[config.mk]
export PLATFORM = sky130hd
export DESIGN_NAME = planar_rect_fill_blit_splitter
export DESIGN_NICKNAME = d
export VERILOG_FILES = /design/src/rtl/prfb_pkg.sv /design/src/rtl/planar_rect_fill_blit_splitter.sv /design/src/rtl/prfb_front.sv /design/src/rtl/prfb_fifo.sv /design/src/rtl/prfb_back.sv
export SDC_FILE = /design/constraint.sdc
export NUM_CORES = 1
export LEC_CHECK = 0
export ABC_AREA = 0
export ABC_CLOCK_PERIOD_IN_PS = 6200
export BUFFER_PORTS_ARGS = -buffer_cell sky130_fd_sc_hd__buf_2
export CORE_AREA = 3 3 233 235
export CTS_CLUSTER_SIZE = 24
export DETAILED_ROUTE_END_ITERATION = 10
export DIE_AREA = 0 0 236 238
export PLACE_DENSITY_LB_ADDON = 0.1
export SLEW_MARGIN = 10
export SYNTH_ARGS = -nofsm -noshare
export SYNTH_HDL_FRONTEND = slang
export SYNTH_SLANG_ARGS = --single-unit
[constraint.sdc]
create_clock -name clk_i -period 6.2 [get_ports clk_i]
set_input_delay 1.55 -clock clk_i [delete_from_list [all_inputs] [get_ports clk_i]]
set_output_delay 1.55 -clock clk_i [all_outputs]
set_load 0.005 [all_outputs]
[src/rtl/prfb_pkg.sv]
`default_nettype none

package prfb_pkg;

  // fixed field widths
  localparam int ADDR_W      = 24;
  localparam int COORD_W     = 10;
  localparam int COLOR_W     = 8;
  localparam int MASK_W      = 16;
  localparam int MOD_W       = 16;
  localparam int WCOUNT_W    = 6;
  localparam int PLANE_W     = 3;
  localparam int LINE_W      = 8;
  localparam int PCOUNT_W    = 4;
  localparam int SPAN_W      = 7;
  localparam int YOFF_W      = 22;
  localparam int XWORD_W     = 6;
  localparam int STRIDE_W    = 12;

  // packed stream widths
  localparam int IN_DATA_W   = 72;
  localparam int OUT_DATA_W  = 80;

  // parameter defaults
  localparam int MAX_PLANES_DEF = 8;
  localparam int ADDR_BITS_DEF  = 24;

  // register reset values
  localparam logic [LINE_W-1:0]   LINE_BYTES_RESET  = 8'd40;
  localparam logic [PCOUNT_W-1:0] PLANE_COUNT_RESET = 4'd5;

  // entries in the queue between front and back
  localparam int QUEUE_DEPTH = 2;

  typedef enum logic {
    CFG_LINE_BYTES  = 1'b0,
    CFG_PLANE_COUNT = 1'b1
  } cfg_idx_e;

  typedef enum logic [1:0] {
    ST_IDLE,
    ST_LEFT,
    ST_RIGHT,
    ST_MID
  } step_e;

  typedef enum logic {
    OP_EDGE  = 1'b0,
    OP_SOLID = 1'b1
  } op_kind_e;

  // one classified fill request
  typedef struct packed {
    logic [ADDR_W-1:0]  base;
    logic [YOFF_W-1:0]  yoff;
    logic [XWORD_W-1:0] xword;
    logic [MASK_W-1:0]  smask;
    logic [MASK_W-1:0]  emask;
    logic [SPAN_W-1:0]  span;
    logic [COLOR_W-1:0] color;
    logic [COORD_W-1:0] height;
  } desc_t;

endpackage

`default_nettype wire

[src/rtl/planar_rect_fill_blit_splitter.sv]
// Planar rectangle fill splitter: turns one fill request for an interleaved
// planar bitmap into blit command items, plane by plane.
// Input stream s_axis: one request per item. Output stream m_axis: one
// command per item, tlast on the final command of a request, tuser is the
// operation kind (edge merge or solid middle write).
// Per plane up to three commands: left edge, right edge (span of two or more
// words), solid middle (span of three or more words).
// The first command of a request passes front stage one, front stage two,
// the queue write, the load step and the output register before it is offered.
// The command sequencer issues one command per cycle while the receiver takes
// them, after a load step per request. The front keeps taking requests into a
// two-entry queue while the sequencer works.
// Requests of zero width or height produce no commands.
// Reset empties the pipeline and the queue and loads line_bytes = 40 and
// plane_count = 5. A stalled receiver holds the current command in the output
// register; the sequencer, then the queue and finally s_axis_tready stall.
// Configuration is taken through cfg_we_i; the user must write it only while
// no request is in flight, as the block itself does not enforce this.
`default_nettype none

module planar_rect_fill_blit_splitter #(
  parameter int MAX_PLANES = prfb_pkg::MAX_PLANES_DEF,
  parameter int ADDR_BITS  = prfb_pkg::ADDR_BITS_DEF
) (
  input  wire logic                              clk_i,
  input  wire logic                              rst_ni,
  // configuration write port
  input  wire logic                              cfg_we_i,
  input  wire logic                              cfg_index_i,
  input  wire logic [prfb_pkg::LINE_W-1:0]       cfg_wdata_i,
  // request stream
  input  wire logic                              s_axis_tvalid,
  output logic                                   s_axis_tready,
  // base_address, x_pos, y_pos, width, height, color
  input  wire logic [prfb_pkg::IN_DATA_W-1:0]    s_axis_tdata,
  // command stream
  output logic                                   m_axis_tvalid,
  input  wire logic                              m_axis_tready,
  // fill_ones, edge_mask, target_address, row_modulo, word_count,
  // row_count, plane_index, zero pad
  output logic [prfb_pkg::OUT_DATA_W-1:0]        m_axis_tdata,
  // op_kind
  output logic                                   m_axis_tuser,
  output logic                                   m_axis_tlast
);

  logic [prfb_pkg::LINE_W-1:0]   line_bytes_q;
  logic [prfb_pkg::PCOUNT_W-1:0] plane_count_q;
  logic [prfb_pkg::PCOUNT_W-1:0] planes;

  // configuration registers
  always_ff @(posedge clk_i or negedge rst_ni) begin
    if (!rst_ni) begin
      line_bytes_q  <= prfb_pkg::LINE_BYTES_RESET;
      plane_count_q <= prfb_pkg::PLANE_COUNT_RESET;
    end else if (cfg_we_i) begin
      unique case (prfb_pkg::cfg_idx_e'(cfg_index_i))
        prfb_pkg::CFG_LINE_BYTES:  line_bytes_q  <= cfg_wdata_i;
        prfb_pkg::CFG_PLANE_COUNT: plane_count_q <= cfg_wdata_i[prfb_pkg::PCOUNT_W-1:0];
        default: line_bytes_q <= line_bytes_q;
      endcase
    end
  end

  // plane count clamped to one .. MAX_PLANES
  always_comb begin
    if (plane_count_q == '0) begin
      planes = 4'd1;
    end else if (plane_count_q > prfb_pkg::PCOUNT_W'(MAX_PLANES)) begin
      planes = prfb_pkg::PCOUNT_W'(MAX_PLANES);
    end else begin
      planes = plane_count_q;
    end
  end

  prfb_pkg::desc_t push_data, head_data;
  logic            push, full, pop, empty;

  prfb_front u_front (
    .clk_i        (clk_i),
    .rst_ni       (rst_ni),
    .in_valid_i   (s_axis_tvalid),
    .in_ready_o   (s_axis_tready),
    .in_data_i    (s_axis_tdata),
    .line_bytes_i (line_bytes_q),
    .planes_i     (planes),
    .push_o       (push),
    .push_data_o  (push_data),
    .full_i       (full)
  );

  prfb_fifo u_fifo (
    .clk_i   (clk_i),
    .rst_ni  (rst_ni),
    .push_i  (push),
    .data_i  (push_data),
    .full_o  (full),
    .pop_i   (pop),
    .data_o  (head_data),
    .empty_o (empty)
  );

  prfb_back #(
    .ADDR_BITS (ADDR_BITS)
  ) u_back (
    .clk_i        (clk_i),
    .rst_ni       (rst_ni),
    .line_bytes_i (line_bytes_q),
    .planes_i     (planes),
    .desc_i       (head_data),
    .empty_i      (empty),
    .pop_o        (pop),
    .out_valid_o  (m_axis_tvalid),
    .out_ready_i  (m_axis_tready),
    .out_data_o   (m_axis_tdata),
    .out_kind_o   (m_axis_tuser),
    .out_last_o   (m_axis_tlast)
  );

endmodule

`default_nettype wire

[src/rtl/prfb_front.sv]
`default_nettype none

module prfb_front (
  input  wire logic                               clk_i,
  input  wire logic                               rst_ni,
  input  wire logic                               in_valid_i,
  output logic                                    in_ready_o,
  input  wire logic [prfb_pkg::IN_DATA_W-1:0]     in_data_i,
  input  wire logic [prfb_pkg::LINE_W-1:0]        line_bytes_i,
  input  wire logic [prfb_pkg::PCOUNT_W-1:0]      planes_i,
  output logic                                    push_o,
  output prfb_pkg::desc_t                         push_data_o,
  input  wire logic                               full_i
);

  // input field unpacking
  logic [prfb_pkg::ADDR_W-1:0]  in_base;
  logic [prfb_pkg::COORD_W-1:0] in_x, in_y, in_w, in_h;
  logic [prfb_pkg::COLOR_W-1:0] in_color;

  assign in_base  = in_data_i[23:0];
  assign in_x     = in_data_i[33:24];
  assign in_y     = in_data_i[43:34];
  assign in_w     = in_data_i[53:44];
  assign in_h     = in_data_i[63:54];
  assign in_color = in_data_i[71:64];

  // stage one: raw request
  logic                         s1_v_q;
  logic [prfb_pkg::ADDR_W-1:0]  s1_base_q;
  logic [prfb_pkg::COORD_W-1:0] s1_x_q, s1_y_q, s1_w_q, s1_h_q;
  logic [prfb_pkg::COLOR_W-1:0] s1_color_q;

  // stage two: masks, span and row offset part
  logic                           s2_v_q;
  logic [prfb_pkg::ADDR_W-1:0]    s2_base_q;
  logic [17:0]                    s2_ylb_q;
  logic [prfb_pkg::XWORD_W-1:0]   s2_xword_q;
  logic [prfb_pkg::MASK_W-1:0]    s2_smask_q, s2_emask_q;
  logic [prfb_pkg::SPAN_W-1:0]    s2_span_q;
  logic [prfb_pkg::COLOR_W-1:0]   s2_color_q;
  logic [prfb_pkg::COORD_W-1:0]   s2_h_q;

  logic accept, s1_move;

  assign push_o     = s2_v_q && !full_i;
  assign s1_move    = s1_v_q && (!s2_v_q || push_o);
  assign in_ready_o = !s1_v_q || s1_move;
  assign accept     = in_valid_i && in_ready_o;

  // edge masks and word span
  logic [3:0]                  xo, e;
  logic [10:0]                 span_sum;
  logic [prfb_pkg::SPAN_W-1:0] span;
  logic [prfb_pkg::MASK_W-1:0] smask, emask;

  always_comb begin
    xo       = s1_x_q[3:0];
    e        = 4'(s1_x_q[3:0] + s1_w_q[3:0]);
    span_sum = 11'({7'd0, xo}) + 11'(s1_w_q) + 11'd15;
    span     = prfb_pkg::SPAN_W'(span_sum >> 4);
    emask    = (e == 4'd0) ? 16'hffff : ~(16'hffff >> e);
    smask    = 16'hffff >> xo;
    if (span == 7'd1) begin
      smask = smask & emask;
    end
  end

  // control of both stages
  always_ff @(posedge clk_i or negedge rst_ni) begin
    if (!rst_ni) begin
      s1_v_q <= 1'b0;
      s2_v_q <= 1'b0;
    end else begin
      if (accept) begin
        // empty rectangles are dropped here
        s1_v_q <= (in_w != '0) && (in_h != '0);
      end else if (s1_move) begin
        s1_v_q <= 1'b0;
      end
      if (s1_move) begin
        s2_v_q <= 1'b1;
      end else if (push_o) begin
        s2_v_q <= 1'b0;
      end
    end
  end

  // stage payloads
  always_ff @(posedge clk_i) begin
    if (accept) begin
      s1_base_q  <= in_base;
      s1_x_q     <= in_x;
      s1_y_q     <= in_y;
      s1_w_q     <= in_w;
      s1_h_q     <= in_h;
      s1_color_q <= in_color;
    end
    if (s1_move) begin
      s2_base_q  <= s1_base_q;
      s2_ylb_q   <= 18'(s1_y_q * line_bytes_i);
      s2_xword_q <= s1_x_q[9:4];
      s2_smask_q <= smask;
      s2_emask_q <= emask;
      s2_span_q  <= span;
      s2_color_q <= s1_color_q;
      s2_h_q     <= s1_h_q;
    end
  end

  // row offset finished on the way into the queue
  always_comb begin
    push_data_o.base   = s2_base_q;
    push_data_o.yoff   = prfb_pkg::YOFF_W'(s2_ylb_q * planes_i);
    push_data_o.xword  = s2_xword_q;
    push_data_o.smask  = s2_smask_q;
    push_data_o.emask  = s2_emask_q;
    push_data_o.span   = s2_span_q;
    push_data_o.color  = s2_color_q;
    push_data_o.height = s2_h_q;
  end

endmodule

`default_nettype wire

[src/rtl/prfb_fifo.sv]
`default_nettype none

module prfb_fifo (
  input  wire logic          clk_i,
  input  wire logic          rst_ni,
  input  wire logic          push_i,
  input  prfb_pkg::desc_t    data_i,
  output logic               full_o,
  input  wire logic          pop_i,
  output prfb_pkg::desc_t    data_o,
  output logic               empty_o
);

  localparam int Depth  = prfb_pkg::QUEUE_DEPTH;
  localparam int PtrW   = (Depth > 1) ? $clog2(Depth) : 1;
  localparam int CountW = $clog2(Depth + 1);

  prfb_pkg::desc_t   entries_q [Depth];
  logic [PtrW-1:0]   wr_ptr_q, rd_ptr_q;
  logic [CountW-1:0] count_q;

  assign full_o  = (count_q == CountW'(Depth));
  assign empty_o = (count_q == '0);
  assign data_o  = entries_q[rd_ptr_q];

  // pointers and fill level
  always_ff @(posedge clk_i or negedge rst_ni) begin
    if (!rst_ni) begin
      wr_ptr_q <= '0;
      rd_ptr_q <= '0;
      count_q  <= '0;
    end else begin
      if (push_i) begin
        wr_ptr_q <= (wr_ptr_q == PtrW'(Depth - 1)) ? '0 : wr_ptr_q + 1'b1;
      end
      if (pop_i) begin
        rd_ptr_q <= (rd_ptr_q == PtrW'(Depth - 1)) ? '0 : rd_ptr_q + 1'b1;
      end
      if (push_i && !pop_i) begin
        count_q <= count_q + 1'b1;
      end else if (pop_i && !push_i) begin
        count_q <= count_q - 1'b1;
      end
    end
  end

  // entry storage
  always_ff @(posedge clk_i) begin
    if (push_i) begin
      entries_q[wr_ptr_q] <= data_i;
    end
  end

  a_no_overflow: assert property (@(posedge clk_i) disable iff (!rst_ni)
    full_o |-> !push_i)
    else $error("queue written while full");

  a_no_underflow: assert property (@(posedge clk_i) disable iff (!rst_ni)
    empty_o |-> !pop_i)
    else $error("queue read while empty");

  a_level_tracks: assert property (@(posedge clk_i) disable iff (!rst_ni)
    (push_i && !pop_i) |=> !empty_o)
    else $error("queue lost a written entry");

endmodule

`default_nettype wire

[src/rtl/prfb_back.sv]
`default_nettype none

module prfb_back #(
  parameter int ADDR_BITS = prfb_pkg::ADDR_BITS_DEF
) (
  input  wire logic                             clk_i,
  input  wire logic                             rst_ni,
  input  wire logic [prfb_pkg::LINE_W-1:0]      line_bytes_i,
  input  wire logic [prfb_pkg::PCOUNT_W-1:0]    planes_i,
  input  prfb_pkg::desc_t                       desc_i,
  input  wire logic                             empty_i,
  output logic                                  pop_o,
  output logic                                  out_valid_o,
  input  wire logic                             out_ready_i,
  output logic [prfb_pkg::OUT_DATA_W-1:0]       out_data_o,
  output logic                                  out_kind_o,
  output logic                                  out_last_o
);

  localparam int AW       = prfb_pkg::ADDR_W;
  localparam int AddrKeep = (ADDR_BITS < AW) ? ADDR_BITS : AW;
  localparam logic [AW-1:0] AddrMask = {AW{1'b1}} >> (AW - AddrKeep);

  prfb_pkg::step_e state_q, state_d;

  // held request
  logic [AW-1:0]                  addr_q;
  logic [prfb_pkg::PLANE_W-1:0]   plane_q;
  logic [prfb_pkg::MASK_W-1:0]    smask_q, emask_q;
  logic [prfb_pkg::SPAN_W-1:0]    span_q;
  logic [prfb_pkg::COLOR_W-1:0]   color_q;
  logic [prfb_pkg::COORD_W-1:0]   height_q;

  // output register
  logic                           out_valid_q;
  logic [prfb_pkg::OUT_DATA_W-1:0] out_data_q;
  logic                           out_kind_q, out_last_q;

  logic emit, plane_end, last_plane;

  assign emit       = (state_q != prfb_pkg::ST_IDLE) && (!out_valid_q || out_ready_i);
  assign last_plane = ({1'b0, plane_q} == (planes_i - 4'd1));

  // next state
  always_comb begin
    state_d = state_q;
    unique case (state_q)
      prfb_pkg::ST_IDLE: begin
        if (!empty_i) state_d = prfb_pkg::ST_LEFT;
      end
      prfb_pkg::ST_LEFT: begin
        if (emit) begin
          if (span_q > 7'd1) state_d = prfb_pkg::ST_RIGHT;
          else state_d = last_plane ? prfb_pkg::ST_IDLE : prfb_pkg::ST_LEFT;
        end
      end
      prfb_pkg::ST_RIGHT: begin
        if (emit) begin
          if (span_q > 7'd2) state_d = prfb_pkg::ST_MID;
          else state_d = last_plane ? prfb_pkg::ST_IDLE : prfb_pkg::ST_LEFT;
        end
      end
      prfb_pkg::ST_MID: begin
        if (emit) state_d = last_plane ? prfb_pkg::ST_IDLE : prfb_pkg::ST_LEFT;
      end
      default: state_d = prfb_pkg::ST_IDLE;
    endcase
  end

  // command fields of the current step
  logic [prfb_pkg::STRIDE_W-1:0] stride;
  logic [prfb_pkg::SPAN_W-1:0]   span_m1, span_m2;
  prfb_pkg::op_kind_e            cmd_kind;
  logic [prfb_pkg::MASK_W-1:0]   cmd_mask;
  logic [AW-1:0]                 cmd_addr, load_addr;
  logic [prfb_pkg::MOD_W-1:0]    cmd_mod;
  logic [prfb_pkg::WCOUNT_W-1:0] cmd_words;

  always_comb begin
    pop_o     = (state_q == prfb_pkg::ST_IDLE) && !empty_i;
    stride    = prfb_pkg::STRIDE_W'(line_bytes_i * planes_i);
    span_m1   = span_q - 7'd1;
    span_m2   = span_q - 7'd2;
    load_addr = desc_i.base + AW'(desc_i.yoff) + AW'({desc_i.xword, 1'b0});
    cmd_kind  = prfb_pkg::OP_EDGE;
    cmd_mask  = smask_q;
    cmd_addr  = addr_q;
    cmd_mod   = 16'(stride) - 16'd2;
    cmd_words = 6'd1;
    plane_end = 1'b0;
    unique case (state_q)
      prfb_pkg::ST_IDLE: begin
        plane_end = 1'b0;
      end
      prfb_pkg::ST_LEFT: begin
        plane_end = (span_q <= 7'd1);
      end
      prfb_pkg::ST_RIGHT: begin
        cmd_mask  = emask_q;
        cmd_addr  = addr_q + AW'({span_m1, 1'b0});
        plane_end = (span_q <= 7'd2);
      end
      prfb_pkg::ST_MID: begin
        cmd_kind  = prfb_pkg::OP_SOLID;
        cmd_mask  = '0;
        cmd_addr  = addr_q + AW'(2);
        cmd_mod   = 16'(stride) - 16'({span_m2, 1'b0});
        cmd_words = span_m2[prfb_pkg::WCOUNT_W-1:0];
        plane_end = 1'b1;
      end
      default: plane_end = 1'b0;
    endcase
  end

  // sequencer and output valid
  always_ff @(posedge clk_i or negedge rst_ni) begin
    if (!rst_ni) begin
      state_q     <= prfb_pkg::ST_IDLE;
      out_valid_q <= 1'b0;
    end else begin
      state_q <= state_d;
      if (emit) begin
        out_valid_q <= 1'b1;
      end else if (out_ready_i) begin
        out_valid_q <= 1'b0;
      end
    end
  end

  // request hold, plane walk and command register
  always_ff @(posedge clk_i) begin
    if (pop_o) begin
      addr_q   <= load_addr;
      plane_q  <= '0;
      smask_q  <= desc_i.smask;
      emask_q  <= desc_i.emask;
      span_q   <= desc_i.span;
      color_q  <= desc_i.color;
      height_q <= desc_i.height;
    end else if (emit && plane_end) begin
      addr_q  <= addr_q + AW'(line_bytes_i);
      plane_q <= plane_q + 1'b1;
    end
    if (emit) begin
      out_data_q <= {4'd0, plane_q, height_q, cmd_words, cmd_mod,
                     cmd_addr & AddrMask, cmd_mask, color_q[plane_q]};
      out_kind_q <= cmd_kind;
      out_last_q <= plane_end && last_plane;
    end
  end

  assign out_valid_o = out_valid_q;
  assign out_data_o  = out_data_q;
  assign out_kind_o  = out_kind_q;
  assign out_last_o  = out_last_q;

  a_last_ends_run: assert property (@(posedge clk_i) disable iff (!rst_ni)
    (emit && plane_end && last_plane) |=> (state_q == prfb_pkg::ST_IDLE))
    else $error("sequencer kept running after the final command");

  a_plane_in_range: assert property (@(posedge clk_i) disable iff (!rst_ni)
    (state_q != prfb_pkg::ST_IDLE) |-> ({1'b0, plane_q} < planes_i))
    else $error("plane walk passed the plane count");

  a_step_needs_span: assert property (@(posedge clk_i) disable iff (!rst_ni)
    ((state_q == prfb_pkg::ST_RIGHT) |-> (span_q > 7'd1)) and
    ((state_q == prfb_pkg::ST_MID) |-> (span_q > 7'd2)))
    else $error("edge or middle step without the span for it");

endmodule

`default_nettype wire
==> summary.txt <==
worst-margin pin slew: 1010 ps
antenna-violating nets left: 0
most used cell, CP: fa_1
top_reg_cell synth: edfxtp_1
Final Hold Fails: 0
Crit path required time: 6540 ps
power per cell area: 585 mW/mm^2
number of synthesized flops with an enable pin: 551
period utilization: 84.7%
first-pass GRT wire length: 91.7 mm
post-cts sizing count: 0
Fillers: 4010
Area growth syn-to-layout: 11.4%
Final #Nets: 2678
Die ar.: 0.0562 sq mm
Multi-input gate area: 0.0110 sq mm
max-slew violations: 0
IO buf count: 165
routed wire length: 56.8 mm
DRT Pass-1 Iters: 5
crit path DAT: 5590 ps
# Post-CTS Setup Buffers: 0
syn_area_per_cell: 13.5 sq um
Post-Route Skew: 44.0 ps
H-tree depth: 2
most common cell after layout, fill and taps aside: edfxtp_1
antenna violations before repair: 0
pin count of the biggest net entering global routing: 71
sequential share of the synthesized area: 58.8%
routed via count: 16800
drt initial violations: 1042
DRC: 0
Clock Sinks: 575
Synth Register Bits: 575
Clock Tree Root: clkbuf_16
vias per cell: 5.47
worst setup path category: reg -> reg
Overflow after GRT: 0
register area: 0.0171 sq mm
worst rel slew slack: 33.0%
Hold Path Class: reg -> reg
Tot GR Track Use: 20.5%
CTS Buffer Depth: 3
Core Area: 0.0524 sq mm
most frequent cells in the layout: edfxtp_1 (551), inv_1 (197), nand2_1 (191)
share of layout cells above drive strength 1: 17.6%
HPWL after detailed placement: 39.9 mm
RSZ-0062 raised after global routing: no
initial core utilization: 55.5%
Syn Inst Count: 2161
Largest delay share family, worst path: adder cells
worst vdd rail ir drop: 333 uV
Critical Path Slowest Stage Cell: dfrtp_1
I/O Pins: 170
worst-path cell chain: nor2b_1 -> nand2_1 -> fa_1 -> inv_1 -> fa_1 -> inv_1 -> fa_1 -> xnor2_1 -> ha_1 -> o21ai_0 -> a21oi_1 -> o21ai_0 -> a21boi_0 -> or3_4 -> nor3_2 -> xor2_1
P_leak: 12.9 nW
status: finished clean
# diodes: 0
final setup TNS: 0 ps
number of distinct library cells after synthesis: 79
async set-reset flop share out of synthesis: 3.65%
wire per inst: 18.6 microns
min Tclk post-route: 5250 ps
max cap viols: 0
Critical Path End Type: flip-flop
CP bufs+invs: 2
Placer Congestion: 0.843
Inserted Clock Buffers: 57
final setup violating endpoints: 0
Die Span Y: 238 microns
Post-Syn Area: 0.0291 sq mm
CTS tree: built
crit-path max cell delay: 720 ps
CP Launch Type: flip-flop
vias in the first global route: 17300
CP max FO: 30
final core utilization: 61.9%
die width: 236 microns
Hold-fix buffers, CTS: 0
Row Count: 84
clock slew at the register clock pins of the worst setup and hold paths: 60 ps
worst skew pair latency: 630 ps
Peak Freq: 191 MHz
Synthesis Warnings: 0
worst hold slack: 407 ps
layout make-up:
cell class | count | area share (%)
clock inverters | 32 | 0.798
well taps | 688 | 2.65
inverters | 199 | 2.30
clock buffers | 69 | 4.70
multi-input cells | 1319 | 33.9
flip-flops and latches | 575 | 52.8
repair buffers | 180 | 2.89
worst register-to-register path: stages (launching register included):
cell and delay (ps):
dfrtp_1 720, nor2b_1 600, nand2_1 150, fa_1 520, inv_1 60, fa_1 560, inv_1 60, fa_1 490
xnor2_1 170, ha_1 340, o21ai_0 240, a21oi_1 90, o21ai_0 250, a21boi_0 160, or3_4 360, nor3_2 140
xor2_1 90
registers in the layout, summed over array words and instances (netlist names), 16 cells and up:
register,flops
u_front.s2_smask_q,16
u_fifo.entries_q,218
u_front.s2_ylb_q,18
u_back.emask_q,16
u_back.smask_q,16
u_back.addr_q,24
u_front.s2_emask_q,16
u_back.out_data_o,73
u_front.s2_base_q,24
u_front.s1_base_q,24
cells in the mapped netlist (all sizes together) (13+ instances only):
master	instances	share of area (%)
edfxtp	551	57
inv	198	2.6
nand2	191	2.5
ha	157	6.7
mux2	124	4.8
fa	103	7.1
nor2	94	1.2
and2	88	1.9
a21oi	81	1.4
o21ai	74	1.3
xnor2	71	2.1
clkbuf	60	0.78
xor2	59	1.8
a21o	26	0.67
nand3	24	0.41
nor3	23	0.43
nand2b	20	0.43
nor2b	20	0.46
dfrtp	17	1.5
a31oi	13	0.28
routing by layer:
| metal | GRT usage, % | vias up | routed length, microns | part of all wire, % |
|---|---|---|---|---|
| li1 | - | 7991 | - | - |
| met5 | 0 | - | 0 | 0 |
| met3 | 2.46 | 76 | 3110 | 5.5 |
| met1 | 30.2 | 8297 | 26500 | 47 |
| met2 | 32.8 | 394 | 26000 | 46 |
| met4 | 5.49 | 0 | 1160 | 2.0 |
final timing paths:
kind,start,endpoint,slack [ps],cells past startpoint
setup / recovery,plane_count_q[3],u_back.out_data_o[52],950,16
hold / removal,u_front.s1_x_q[9],u_front.s2_xword_q[5],410,0
setup reg to reg,plane_count_q[3],u_back.out_data_o[52],950,16
hold reg to reg,u_front.s1_x_q[9],u_front.s2_xword_q[5],410,0
max in group asynchronous,rst_ni,u_fifo.rd_ptr_q,4760,1
min in group asynchronous,rst_ni,u_fifo.rd_ptr_q,950,1
through the flow:
step | instance area [sq um] | setup WS [ps] | total power (W) | std cells
floorplan | 29100 | 357 | 0.0135 | 2164
global route | 32500 | 457 | 0.0205 | 3062
CTS | 32500 | 983 | 0.0192 | 3062
finish | 32500 | 952 | 0.0190 | 3062
detailed placement | 30700 | 1020 | 0.0158 | 2961
global placement | 30700 | 1120 | 0.0156 | 2961
power breakdown:
group	total [W]	switching, W	internal, W	leakage [nW]
combinational	0.00873	0.00514	0.00359	6.60
clock	0.00325	0.00145	0.00180	0.855
sequential	0.00700	0.000673	0.00633	5.49
total	0.0190	0.00726	0.0117	12.9
cells by family (layout without fill, tap and decap cells):
logic type | Yosys count | count (layout) | share of synthesized area (%)
adders and majority gates | 260 | 260 | 13.8
xor gates and xnor gates | 130 | 130 | 3.91
muxes | 138 | 138 | 5.36
AOI/OAI and AO/OA | 268 | 268 | 5.80
buffers and inverters | 270 | 480 | 3.58
and+or+nand+nor | 518 | 518 | 8.66
other | 2 | 5 | 0.0258
DFF | 575 | 575 | 58.8
No activity file was read; power rests on OpenSTA's default activity.
